File: config.mk
export PLATFORM = sky130hd
export DESIGN_NAME = lspf_ctrl
export DESIGN_NICKNAME = d
export VERILOG_FILES = /design/src/rtl/assert_macros.svh /design/src/rtl/lspf_pkg.sv /design/src/rtl/lspf_ctrl.sv
export SDC_FILE = /design/constraint.sdc
export NUM_CORES = 1
export LEC_CHECK = 0
export BUFFER_PORTS_ARGS = -buffer_cell sky130_fd_sc_hd__buf_4
export CAP_MARGIN = 20
export CORE_MARGIN = 2
export CORE_UTILIZATION = 50
export DETAILED_ROUTE_END_ITERATION = 10
export PLACE_DENSITY = 0.83
export SKIP_CTS_REPAIR_TIMING = 1
export SYNTH_ARGS = -nofsm -noshare
export SYNTH_HDL_FRONTEND = slang
export SYNTH_SLANG_ARGS = --single-unit
File: constraint.sdc
create_clock -name clk -period 2.6 [get_ports clk]
set_clock_uncertainty 0.15 [all_clocks]
set_input_delay 0 -clock clk [delete_from_list [all_inputs] [get_ports clk]]
set_output_delay 0 -clock clk [all_outputs]
set_load 0.02 [all_outputs]
File: src/rtl/assert_macros.svh
// Assertion macros used by the top level of the plane fit core.
`ifndef ASSERT_MACROS_SVH
`define ASSERT_MACROS_SVH

// Same-cycle implication, checked on every rising clock edge outside reset.
`define ASSERT_IMPL(lbl, clk, rst_n, ante, cons, msg) \
	lbl: assert property (@(posedge clk) disable iff (!rst_n) (ante) |-> (cons)) else $error(msg);

// Next-cycle implication, checked on every rising clock edge outside reset.
`define ASSERT_NEXT(lbl, clk, rst_n, ante, cons, msg) \
	lbl: assert property (@(posedge clk) disable iff (!rst_n) (ante) |=> (cons)) else $error(msg);

`endif

File: src/rtl/lspf_pkg.sv
// Package with types, constants and the solve program of the plane fit core.
`default_nettype none
package lspf_pkg;

	localparam int COORD_BITS  = 20;
	localparam int COUNT_BITS  = 20;
	localparam int NORMAL_FRAC = 30;
	localparam int CNT_W       = COUNT_BITS + 1;
	localparam int SUM1_W      = 48;
	localparam int SUM2_W      = 64;
	localparam int BIG_W       = 448;
	localparam int ITER_W      = $clog2(BIG_W);
	localparam int SQ_IN_W     = 68;
	localparam int SQ_OUT_W    = SQ_IN_W / 2;
	localparam int SQ_REM_W    = SQ_OUT_W + 3;
	localparam int OUT_W       = 32;
	localparam int RADDR_W     = 5;
	localparam int REG_DEPTH   = 1 << RADDR_W;
	localparam int PC_W        = 7;
	localparam int OP_W        = 4;

	localparam logic [OP_W-1:0] OP_CLR = 4'd0;
	localparam logic [OP_W-1:0] OP_LD  = 4'd1;
	localparam logic [OP_W-1:0] OP_ADD = 4'd2;
	localparam logic [OP_W-1:0] OP_SUB = 4'd3;
	localparam logic [OP_W-1:0] OP_MUL = 4'd4;
	localparam logic [OP_W-1:0] OP_CHK = 4'd5;
	localparam logic [OP_W-1:0] OP_SGN = 4'd6;
	localparam logic [OP_W-1:0] OP_RR  = 4'd7;
	localparam logic [OP_W-1:0] OP_END = 4'd8;

	localparam logic [RADDR_W-1:0] R_N    = 5'd0;
	localparam logic [RADDR_W-1:0] R_SX   = 5'd1;
	localparam logic [RADDR_W-1:0] R_SY   = 5'd2;
	localparam logic [RADDR_W-1:0] R_SZ   = 5'd3;
	localparam logic [RADDR_W-1:0] R_SYY  = 5'd4;
	localparam logic [RADDR_W-1:0] R_SYZ  = 5'd5;
	localparam logic [RADDR_W-1:0] R_SZZ  = 5'd6;
	localparam logic [RADDR_W-1:0] R_SXY  = 5'd7;
	localparam logic [RADDR_W-1:0] R_SXZ  = 5'd8;
	localparam logic [RADDR_W-1:0] R_SC   = 5'd9;
	localparam logic [RADDR_W-1:0] R_FOUR = 5'd10;
	localparam logic [RADDR_W-1:0] R_CYY  = 5'd11;
	localparam logic [RADDR_W-1:0] R_CYZ  = 5'd12;
	localparam logic [RADDR_W-1:0] R_CZZ  = 5'd13;
	localparam logic [RADDR_W-1:0] R_CXY  = 5'd14;
	localparam logic [RADDR_W-1:0] R_CXZ  = 5'd15;
	localparam logic [RADDR_W-1:0] R_D    = 5'd16;
	localparam logic [RADDR_W-1:0] R_A    = 5'd17;
	localparam logic [RADDR_W-1:0] R_B    = 5'd18;
	localparam logic [RADDR_W-1:0] R_R2   = 5'd19;
	localparam logic [RADDR_W-1:0] R_T    = 5'd20;
	localparam logic [RADDR_W-1:0] R_U    = 5'd21;
	localparam logic [RADDR_W-1:0] R_NUM  = 5'd22;

	localparam logic [RADDR_W-1:0] O_NX = 5'd0;
	localparam logic [RADDR_W-1:0] O_NY = 5'd1;
	localparam logic [RADDR_W-1:0] O_NZ = 5'd2;
	localparam logic [RADDR_W-1:0] O_D  = 5'd3;

	typedef struct packed {
		logic [OP_W-1:0]    op;
		logic [RADDR_W-1:0] dst;
		logic [RADDR_W-1:0] a;
		logic [RADDR_W-1:0] b;
	} instr_t;

	typedef struct packed {
		logic   issue;
		instr_t ins;
	} cmd_t;

	typedef struct packed {
		logic done;
		logic sing;
	} status_t;

	typedef struct packed {
		logic [CNT_W-1:0]  count;
		logic [SUM1_W-1:0] sx;
		logic [SUM1_W-1:0] sy;
		logic [SUM1_W-1:0] sz;
		logic [SUM2_W-1:0] syy;
		logic [SUM2_W-1:0] syz;
		logic [SUM2_W-1:0] szz;
		logic [SUM2_W-1:0] sxy;
		logic [SUM2_W-1:0] sxz;
	} sums_t;

	typedef struct packed {
		logic [OUT_W-1:0] nx;
		logic [OUT_W-1:0] ny;
		logic [OUT_W-1:0] nz;
		logic [OUT_W-1:0] d;
		logic             sing;
	} res_t;

	function automatic instr_t mk(input logic [OP_W-1:0] op, input logic [RADDR_W-1:0] dst,
			input logic [RADDR_W-1:0] a, input logic [RADDR_W-1:0] b);
		instr_t i;
		i.op  = op;
		i.dst = dst;
		i.a   = a;
		i.b   = b;
		return i;
	endfunction

	// Solve sequence: centered moments, determinant check, normal and offset.
	function automatic instr_t prog(input logic [PC_W-1:0] pc);
		instr_t i;
		case (pc)
			7'd0:  i = mk(OP_CLR, R_N, R_N, R_N);
			7'd1:  i = mk(OP_LD, R_N, R_N, R_N);
			7'd2:  i = mk(OP_LD, R_SX, R_SX, R_N);
			7'd3:  i = mk(OP_LD, R_SY, R_SY, R_N);
			7'd4:  i = mk(OP_LD, R_SZ, R_SZ, R_N);
			7'd5:  i = mk(OP_LD, R_SYY, R_SYY, R_N);
			7'd6:  i = mk(OP_LD, R_SYZ, R_SYZ, R_N);
			7'd7:  i = mk(OP_LD, R_SZZ, R_SZZ, R_N);
			7'd8:  i = mk(OP_LD, R_SXY, R_SXY, R_N);
			7'd9:  i = mk(OP_LD, R_SXZ, R_SXZ, R_N);
			7'd10: i = mk(OP_LD, R_SC, R_SC, R_N);
			7'd11: i = mk(OP_LD, R_FOUR, R_FOUR, R_N);
			7'd12: i = mk(OP_MUL, R_T, R_N, R_SYY);
			7'd13: i = mk(OP_MUL, R_U, R_SY, R_SY);
			7'd14: i = mk(OP_SUB, R_CYY, R_T, R_U);
			7'd15: i = mk(OP_MUL, R_T, R_N, R_SYZ);
			7'd16: i = mk(OP_MUL, R_U, R_SY, R_SZ);
			7'd17: i = mk(OP_SUB, R_CYZ, R_T, R_U);
			7'd18: i = mk(OP_MUL, R_T, R_N, R_SZZ);
			7'd19: i = mk(OP_MUL, R_U, R_SZ, R_SZ);
			7'd20: i = mk(OP_SUB, R_CZZ, R_T, R_U);
			7'd21: i = mk(OP_MUL, R_T, R_N, R_SXY);
			7'd22: i = mk(OP_MUL, R_U, R_SX, R_SY);
			7'd23: i = mk(OP_SUB, R_CXY, R_T, R_U);
			7'd24: i = mk(OP_MUL, R_T, R_N, R_SXZ);
			7'd25: i = mk(OP_MUL, R_U, R_SX, R_SZ);
			7'd26: i = mk(OP_SUB, R_CXZ, R_T, R_U);
			7'd27: i = mk(OP_MUL, R_T, R_CYY, R_CZZ);
			7'd28: i = mk(OP_MUL, R_U, R_CYZ, R_CYZ);
			7'd29: i = mk(OP_SUB, R_D, R_T, R_U);
			7'd30: i = mk(OP_CHK, R_D, R_D, R_D);
			7'd31: i = mk(OP_MUL, R_T, R_CXY, R_CZZ);
			7'd32: i = mk(OP_MUL, R_U, R_CXZ, R_CYZ);
			7'd33: i = mk(OP_SUB, R_A, R_T, R_U);
			7'd34: i = mk(OP_MUL, R_T, R_CXZ, R_CYY);
			7'd35: i = mk(OP_MUL, R_U, R_CXY, R_CYZ);
			7'd36: i = mk(OP_SUB, R_B, R_T, R_U);
			7'd37: i = mk(OP_MUL, R_R2, R_D, R_D);
			7'd38: i = mk(OP_MUL, R_T, R_A, R_A);
			7'd39: i = mk(OP_ADD, R_R2, R_R2, R_T);
			7'd40: i = mk(OP_MUL, R_T, R_B, R_B);
			7'd41: i = mk(OP_ADD, R_R2, R_R2, R_T);
			7'd42: i = mk(OP_MUL, R_NUM, R_D, R_D);
			7'd43: i = mk(OP_MUL, R_NUM, R_NUM, R_SC);
			7'd44: i = mk(OP_RR, O_NX, R_NUM, R_R2);
			7'd45: i = mk(OP_SGN, O_NY, R_A, R_A);
			7'd46: i = mk(OP_MUL, R_NUM, R_A, R_A);
			7'd47: i = mk(OP_MUL, R_NUM, R_NUM, R_SC);
			7'd48: i = mk(OP_RR, O_NY, R_NUM, R_R2);
			7'd49: i = mk(OP_SGN, O_NZ, R_B, R_B);
			7'd50: i = mk(OP_MUL, R_NUM, R_B, R_B);
			7'd51: i = mk(OP_MUL, R_NUM, R_NUM, R_SC);
			7'd52: i = mk(OP_RR, O_NZ, R_NUM, R_R2);
			7'd53: i = mk(OP_MUL, R_NUM, R_D, R_SX);
			7'd54: i = mk(OP_MUL, R_T, R_A, R_SY);
			7'd55: i = mk(OP_SUB, R_NUM, R_NUM, R_T);
			7'd56: i = mk(OP_MUL, R_T, R_B, R_SZ);
			7'd57: i = mk(OP_SUB, R_NUM, R_NUM, R_T);
			7'd58: i = mk(OP_SGN, O_D, R_NUM, R_NUM);
			7'd59: i = mk(OP_MUL, R_NUM, R_NUM, R_NUM);
			7'd60: i = mk(OP_MUL, R_NUM, R_NUM, R_FOUR);
			7'd61: i = mk(OP_MUL, R_T, R_N, R_N);
			7'd62: i = mk(OP_MUL, R_T, R_T, R_R2);
			7'd63: i = mk(OP_RR, O_D, R_NUM, R_T);
			default: i = mk(OP_END, R_N, R_N, R_N);
		endcase
		return i;
	endfunction

endpackage
`default_nettype wire

File: src/rtl/lspf_ctrl.sv
// Controller that accepts points and steps the datapath through the solve program.
`default_nettype none
module lspf_ctrl (
	input  wire logic       clk,
	input  wire logic       arst_n,
	input  wire logic       pt_valid,
	input  wire logic       pt_last,
	input  wire logic       out_free,
	input  lspf_pkg::status_t st,
	output logic            pt_ready,
	output lspf_pkg::cmd_t  cmd,
	output logic            publish
);

	localparam logic [1:0] C_ACC   = 2'd0;
	localparam logic [1:0] C_ISSUE = 2'd1;
	localparam logic [1:0] C_WAIT  = 2'd2;
	localparam logic [1:0] C_END   = 2'd3;

	logic [1:0] state_q;
	logic [lspf_pkg::PC_W-1:0] pc_q;
	lspf_pkg::instr_t cur;

	always_comb begin
		cur       = lspf_pkg::prog(pc_q);
		pt_ready  = state_q == C_ACC;
		cmd.issue = (state_q == C_ISSUE) && (cur.op != lspf_pkg::OP_END);
		cmd.ins   = cur;
		publish   = (state_q == C_END) && out_free;
	end

	always_ff @(posedge clk or negedge arst_n) begin
		if (!arst_n) begin
			state_q <= C_ACC;
			pc_q    <= '0;
		end else begin
			unique case (state_q)
				C_ACC: begin
					if (pt_valid && pt_last) begin
						pc_q    <= '0;
						state_q <= C_ISSUE;
					end
				end
				C_ISSUE: begin
					state_q <= (cur.op == lspf_pkg::OP_END) ? C_END : C_WAIT;
				end
				C_WAIT: begin
					if (st.done) begin
						if (st.sing) begin
							state_q <= C_END;
						end else begin
							pc_q    <= pc_q + lspf_pkg::PC_W'(1);
							state_q <= C_ISSUE;
						end
					end
				end
				C_END: begin
					if (out_free) begin
						state_q <= C_ACC;
					end
				end
				default: begin
					state_q <= C_ACC;
				end
			endcase
		end
	end

endmodule
`default_nettype wire

==> results of run 1 <==
==> synth_stat cells (all sizes together) (4+ instances only) <==
master / instances / area share (%)
clkbuf: 5 / 0.92
o311ai: 6 / 3.0
ha: 11 / 6.8
o211ai: 5 / 1.8
and3: 4 / 1.2
a31oi: 5 / 1.5
dfrtp: 9 / 11
o32ai: 4 / 1.7
inv: 6 / 1.1
a21oi: 22 / 5.4
or3: 4 / 1.2
nor2: 29 / 5.4
o21ai: 27 / 6.7
xnor2: 5 / 2.2
mux2i: 4 / 2.0
buf: 27 / 7.6
a211oi: 8 / 3.2
nand3: 6 / 1.5
nand2b: 13 / 4.0
nand2: 25 / 4.7
nand3b: 5 / 1.8
nor3: 7 / 1.7
nor2b: 12 / 3.8
==> state kept, by name, indices dropped and copies added, names as in the netlist <==
signal / count
state_q: 2
pc_q: 7
==> critical path: cells and delay by family (launching register included) <==
family | cells | cell delay [ns]
simple gates | 2 | 0.60
compound gates | 2 | 0.31
buf+inv | 3 | 0.51
fa+ha+maj | 1 | 0.32
flops | 1 | 0.37
==> per-stage QoR <==
| stage | area [µm²] | hold slack (ns) | worst slack [ns] | TNS, ns |
|---|---|---|---|---|
| after floorplan | 2031 | -0.4456 | 0.1473 | 0 |
| after global placement | 2266 | -0.3194 | 0.4078 | 0 |
| after detailed placement | 2266 | -0.3192 | 0.3791 | 0 |
| after CTS | 2311 | -0.5718 | 0.1344 | 0 |
| after global routing | 2361 | 0.01838 | -0.05188 | -0.05188 |
| final | 2361 | -0.03126 | 0.09161 | 0 |
==> kinds of logic after synthesis <==
group,count (synthesis),synth area share [%]
buffers and inverters,39,9.858
XOR/XNOR,5,2.156
adder cells (fa/ha/maj),11,6.777
multiplexers,6,3.635
AND/OR/NAND/NOR,115,28.90
flip-flops,9,11.09
AO/OA/AOI/OAI,108,37.59
==> final timing paths <==
kind	from	endpoint	slack [ns]	depth (start not counted)
worst max-delay path	pc_q[1]$_DFFE_PN0P_	cmd[9]	0.09	8
min in group asynchronous	arst_n	pc_q[3]$_DFFE_PN0P_	0.62	3
worst max register to register	pc_q[1]$_DFFE_PN0P_	pc_q[4]$_DFFE_PN0P_	0.67	6
max in group asynchronous	arst_n	pc_q[2]$_DFFE_PN0P_	1.36	3
worst min register to register	pc_q[3]$_DFFE_PN0P_	pc_q[3]$_DFFE_PN0P_	0.55	2
worst min-delay path	st[1]	state_q[0]$_DFFE_PN0P_	-0.03	3
==> layout by cell type, fill, tap and decap left out, drive strengths merged, types with 5 or more instances in the layout <==
cell type and count:
o311ai 6, nor2 29, nand2b 13, inv 6
nand3 6, xnor2 5, nand2 25, nor3 7
nand3b 5, a31oi 5, a21oi 22, a211oi 8
o211ai 5, nor2b 12, dfrtp 9, o21ai 27
buf 46, ha 11
==> metal layers <==
layer  up-vias  part of all wire [%]
li1       1131                     -
met1      1094                    38
met2       204                    46
met3        33                    11
met4         0                   4.4
met5         -                     0
==> report_power, final <==
group | switching [mW] | internal (mW)
logic | 1.25 | 0.816
clock network | 0.0579 | 0.107
registers | 0.113 | 0.181
total | 1.42 | 1.10
==> layout make-up <==
| cell class | count | area share, % |
|---|---|---|
| sequential | 9 | 9.592 |
| tap | 50 | 2.650 |
| multi-input combinational | 245 | 68.42 |
| clock buffer | 4 | 1.908 |
| inverter | 7 | 1.113 |
| timing repair buffer | 50 | 16.32 |
==> results.env, run 1 <==
FINALWEIGHTEDCONGESTION=1.048
CLK_ROOT_BUFFER_CELL='clkbuf_8'
CTS_BUFFER_DEPTH=2
INSTANCES_NO_FILL=365
POWER.TOTAL_mW=2.520
CLOCK_TREE_FROM_TRITONCTS='built'
SYNTH_CELL_TYPE_COUNT=62
CTS_NUM_SINKS=9
GRT-BUSIEST-LAYER='met2'
DIE_H_UM=67.73
FILL_CELLS=384
NETLIST_AREA_UM2=2031
LAYOUT_MIN_CYCLE_TIME_NS=2.508
GLOBALROUTEMET3UTIL_PCT=1.833
POSTSYNTH.TOPFLOPCELL='dfrtp_1'
SEQ_CELLS_POST_SYNTH=9
CRIT_PATH_REQUIRED_TIME_NS=2.45
MAXCAPVIOLATIONS=0
CP_SLOWEST_CELL='dfrtp_1'
POWER_DENSITY_nW_PER_UM2=1067
HOLD_VIOLATIONS=1
FLOORPLAN.DIE_AREA_UM2=4587
GROUTE.LAYER.MET1.USAGE_PCT=42.14
WL_PER_CELL_UM=19.54
GRT-OVFL-TOTAL=0
SYNTHARSTFLOPSHARE_PCT=100.0
ROUTE.FINAL.WIRE_LENGTH_UM=7131
GRT_FIRST_PASS_WIRELENGTH_UM=11000
CRIT_CHAIN='inv_1 > ha_1 > buf_4 > nor2b_2 > o32ai_2 > or3_1 > a21oi_1 > buf_4'
FAILED_CHECKS='hold timing'
WORST_EP_ARRIVAL_TIME_NS=2.36
USE_MET2_PCT=53.55
NETS=334
WORSTSETUPSTARTPOINTTYPE='flip-flop'
GRT_START_MAX_NET_PINS=27
POWER_LEAKAGE_nW=0.9099
GRT_USE_TOTAL_PCT=32.12
ROUTE.DETAILED.DRC=0
SYN_AREA_PER_CELL_UM2=6.931
HTREE_LEVELS=1
SHARE_OF_LAYOUT_CELLS_ABOVE_DRIVE_STRENGTH_1_PCT=20.63
PATH_CLK_SLEW_NS=0.04
FINISH.UTILIZATION_PCT=59.89
IR_DROP_mV=0.7092
YOSYSSEQAREASHARE_PCT=11.09
FIN_CRIT_SH_PCT=96.48
NETLIST_INSTANCES=293
SYNTHTOLAYOUTAREAGROWTH_PCT=16.27
FP.DIEW_UM=67.73
MAPPEDNETLISTNETS=311
CRITICAL_PATH_PEAK_FANOUT=10
PLACED_CELLS=357
MAX_CLOCK_FREQ_MHz=398.7
SYNTH_EDF_COUNT=0
CLK_LATENCY_NS=0.24
CTS_BUFFERS=3
PLACEMENTROWS=23
TIMING.CRITICAL_PATH.SLOWEST_CELL_DELAY_NS=0.37
CRIT_PATH_END_KIND='primary output'
NUMBER_OF_NETS_WITH_ANTENNA_VIOLATIONS_AFTER_DETAILED_ROUTING=0
CRITICAL-PATH-TOP-CELL-BY-COUNT='buf_4'
HOLD_CLASS='primary input to flip-flop'
NUMPORTBUFFERS=28
FINAL-SETUP-VIOL-COUNT=0
SEQUENTIAL_CELL_AREA_UM2=226.5
DRT-INITIAL-DRC-COUNT=497
ANTENNA_CELLS_INSERTED=0
STATUS='finished, violations left'
WORST_SLEW_PIN_SLEW_NS=0.5737
INITIAL_CORE_UTIL_PCT=51.51
START_TO_END_TYPE_OF_THE_WORST_SETUP_PATH='flip-flop to primary output'
PIN_COUNT=29
FINAL_MAX_SLEW_VIOL_COUNT=0
VIAS_PER_CELL=6.745
YOSYS_WARNINGS=0
CORE_UM2=3943
MAX_SLEW_MARGIN_PCT=61.61
DETAIL_ROUTE.FIRST_PASS.ITERATIONS=6
MULTI_INPUT_AREA_UM2=1615
TIMING.HOLD.WS_NS=-0.03126
ANTENNA_FOUND_INITIAL=0
DP_HPWL_UM=5098
GRT_PASS1_VIAS=2130
VIAS=2462
No activity file was read; power rests on OpenSTA's default activity.
==> run 2: changes to the inputs <==
--- a/config.mk
+++ b/config.mk
@@ -10,7 +10,7 @@
 export CORE_MARGIN = 2
 export CORE_UTILIZATION = 50
 export DETAILED_ROUTE_END_ITERATION = 10
-export PLACE_DENSITY = 0.83
+export PLACE_DENSITY_LB_ADDON = 0.05
 export SKIP_CTS_REPAIR_TIMING = 1
 export SYNTH_ARGS = -nofsm -noshare
 export SYNTH_HDL_FRONTEND = slang
==> run 2 against run 1 <==
  * The run still ends with hold timing left
  * Register-to-register slack got worse by 0.04 ns
  * Critical path depth decreased by 2
  * Fmax grew 2.7%
  * Final area down 0.53%
  * First-iteration DRC count increased by 9.1%
  * Flip-flop and latch count is the same
  * Critical endpoint is now cmd[17]
  * Global-route usage decreased by 1.7 points
  * Highest routed layer unchanged
  * Combinational power fell by 3%
  * Largest power group unchanged
  * Sequential share of layout area is 0.051 points higher
==> results.env, run 2 (same netlist as run 1, synthesis figures left out) <==
START_TO_END_TYPE_OF_THE_WORST_SETUP_PATH='flip-flop to primary output'
TNS_NS=0  # unchanged
FINALWEIGHTEDCONGESTION=1.048  # about the same
DIE_H_UM=67.73  # unchanged
WL_PER_CELL_UM=18.90  # -3.3%
NETS=332  # -0.60%
HOLD_CLASS='primary input to async pin'
SEQUENTIAL_CELL_AREA_UM2=226.5  # unchanged
FP.DIEW_UM=67.73  # unchanged
CTS_BUFFERS=3  # unchanged
FAILED_CHECKS='hold timing'
FLOORPLAN.DIE_AREA_UM2=4587  # unchanged
GRT_FIRST_PASS_WIRELENGTH_UM=10610  # -3.5%
SHARE_OF_LAYOUT_CELLS_ABOVE_DRIVE_STRENGTH_1_PCT=20.13  # -0.51 points
DP_HPWL_UM=4841  # -5.0%
CRITPATHLAUNCH='pc_q[2]$_DFFE_PN0P_'
FINAL-SETUP-VIOL-COUNT=0  # unchanged
POWER_LEAKAGE_nW=0.9031  # -0.74%
CTS_BUFFER_DEPTH=2  # unchanged
TIMING.CRITICAL_PATH.SLOWEST_CELL_DELAY_NS=0.64  # +0.27 ns
CRITICAL_PATH_PEAK_FANOUT=34  # +24
CLK_ROOT_BUFFER_CELL='clkbuf_8'
REG2REG_DEPTH=6  # unchanged
CRITICAL_PATH.REG2REG.STARTPOINT='pc_q[0]$_DFFE_PN0P_'
WORST_EP_ARRIVAL_TIME_NS=2.29  # -0.07 ns
ANTENNA_CELLS_INSERTED=0  # unchanged
FINAL_MAX_SLEW_VIOL_COUNT=0  # unchanged
PIN_COUNT=29  # unchanged
MOSTFREQUENTLAYOUTCELLS='buf_4 (44), nor2_1 (29), o21ai_0 (26)'
CLK_LATENCY_NS=0.23  # about the same
WORST_SLEW_PIN_SLEW_NS=0.6319  # +0.05820 ns
GRT-OVFL-TOTAL=0  # unchanged
DETAIL_ROUTE.FIRST_PASS.ITERATIONS=5  # -1
ROUTE.FINAL.WIRE_LENGTH_UM=6861  # -3.8%
NUMPORTBUFFERS=28  # unchanged
CRIT_CHAIN='buf_4 > nor2_1 > o21ai_0 > a21oi_1 > o21ai_0 > buf_4'
CRIT_PATH_REQUIRED_TIME_NS=2.45  # about the same
CTS_NUM_SINKS=9  # unchanged
SYNTHTOLAYOUTAREAGROWTH_PCT=15.65
NUMBER_OF_NETS_WITH_ANTENNA_VIOLATIONS_AFTER_DETAILED_ROUTING=0  # unchanged
ROUTE.DETAILED.DRC=0  # unchanged
GRT_START_MAX_NET_PINS=35  # +30%
HOLD_VIOLATIONS=10  # +9
VIAS=2407  # -2.2%
LAYOUT_MIN_CYCLE_TIME_NS=2.442  # -0.06611 ns
VIAS_PER_CELL=6.631  # -1.7%
ANTENNA_FOUND_INITIAL=0  # unchanged
GRT_SETUP_UNREPAIRED='false'
MULTI_INPUT_AREA_UM2=1608  # -0.46%
REG_TOP3='pc_q: 7 flops, state_q: 2 flops'
MAX_SLEW_MARGIN_PCT=57.87  # -3.7 points
MAXCAPVIOLATIONS=0  # unchanged
LARGEST_REG_FLOPS=7  # unchanged
POWER_DENSITY_nW_PER_UM2=1052  # -1.4%
PATH_CLK_SLEW_NS=0.05  # about the same
CP_SLOWEST_CELL='dfrtp_2'
FILL_CELLS=382  # -0.52%
TIMING.HOLD.WS_NS=-0.02067  # +0.01059 ns
STATUS='finished, violations left'
INITIAL_CORE_UTIL_PCT=51.51  # unchanged
MAX_CLOCK_FREQ_MHz=409.5  # +2.7%
GRT_PASS1_VIAS=2115  # -0.70%
HTREE_LEVELS=1  # unchanged
CORE_UM2=3943  # unchanged
REGISTER_BANK_WITH_THE_MOST_FLOPS='pc_q'
IR_DROP_mV=0.6377  # -10%
DRT-INITIAL-DRC-COUNT=542  # +9.1%
LAYOUT_COMMONEST_CELL='buf_4'
CLOCK_TREE_FROM_TRITONCTS='built'
CRIT_PATH_END_KIND='primary output'
GRT_USE_TOTAL_PCT=30.45  # -1.7 points
PLACEMENTROWS=23  # unchanged
FIN_CRIT_SH_PCT=93.93  # -2.5 points
POWER.TOTAL_mW=2.471  # -1.9%
WORSTSETUPSTARTPOINTTYPE='flip-flop'
run 2: changes by cell type in the layout (fill, tap and decap cells not counted):
| cell | change |
|---|---|
| o32ai_2 | -1 |
| buf_4 | -2 |
| o32ai_1 | +1 |
| dlygate4sd3_1 | -1 |
| buf_12 | +1 |
run 2: final timing paths:
path,end,slack [ns]
max,cmd[17],0.16
min,pc_q[6]$_DFFE_PN0P_,-0.02
max reg2reg,pc_q[6]$_DFFE_PN0P_,0.63
min reg2reg,state_q[0]$_DFFE_PN0P_,0.54
max in group asynchronous,pc_q[2]$_DFFE_PN0P_,2.17
min in group clk,state_q[1]$_DFFE_PN0P_,-0.01
run 2: worst max-delay path, delay by kind of cell (launching register included):
kind                   cells  cell delay [ns]
DFF                        1             0.64
and+or+nand+nor            1             0.35
AOI/OAI and AO/OA          3             0.56
buffers and inverters      2             0.51
run 2: through the flow:
| step | instances | util [%] | hold WS, ns | setup WS (ns) | instance area, µm² |
|---|---|---|---|---|---|
| detailed placement | 356 | 57.60 | -0.3206 | 0.4094 | 2271 |
| global placement | 356 | 57.60 | -0.3199 | 0.4306 | 2271 |
| global route | 363 | 59.57 | 0.01173 | 0.06189 | 2349 |
| floorplan | 293 | - | -0.4456 | 0.1473 | 2031 |
| finish | 363 | 59.57 | -0.02067 | 0.1577 | 2349 |
| CTS | 360 | 58.74 | -0.5736 | 0.1609 | 2316 |
run 2: routing by layer:
layer / up-vias / routed length (µm) / GRT usage [%]
met5: - / 0 / 0
met2: 177 / 3011 / 46.69
met1: 1070 / 2848 / 41.71
met3: 30 / 765 / 5.000
li1: 1130 / - / -
met4: 0 / 235 / 13.27
run 2: cell type report:
| class | instances | area share [%] |
|---|---|---|
| sequential | 9 | 9.643 |
| clock buffer | 4 | 1.918 |
| timing repair buffer | 48 | 16.20 |
| inverter | 7 | 1.119 |
| tap | 50 | 2.664 |
| multi-input combinational | 245 | 68.46 |
run 2: power breakdown:
| group | internal (mW) | leakage (nW) | switching [mW] |
|---|---|---|---|
| clock network | 0.107 | 0.0228 | 0.0543 |
| logic | 0.810 | 0.764 | 1.18 |
| registers | 0.181 | 0.116 | 0.136 |
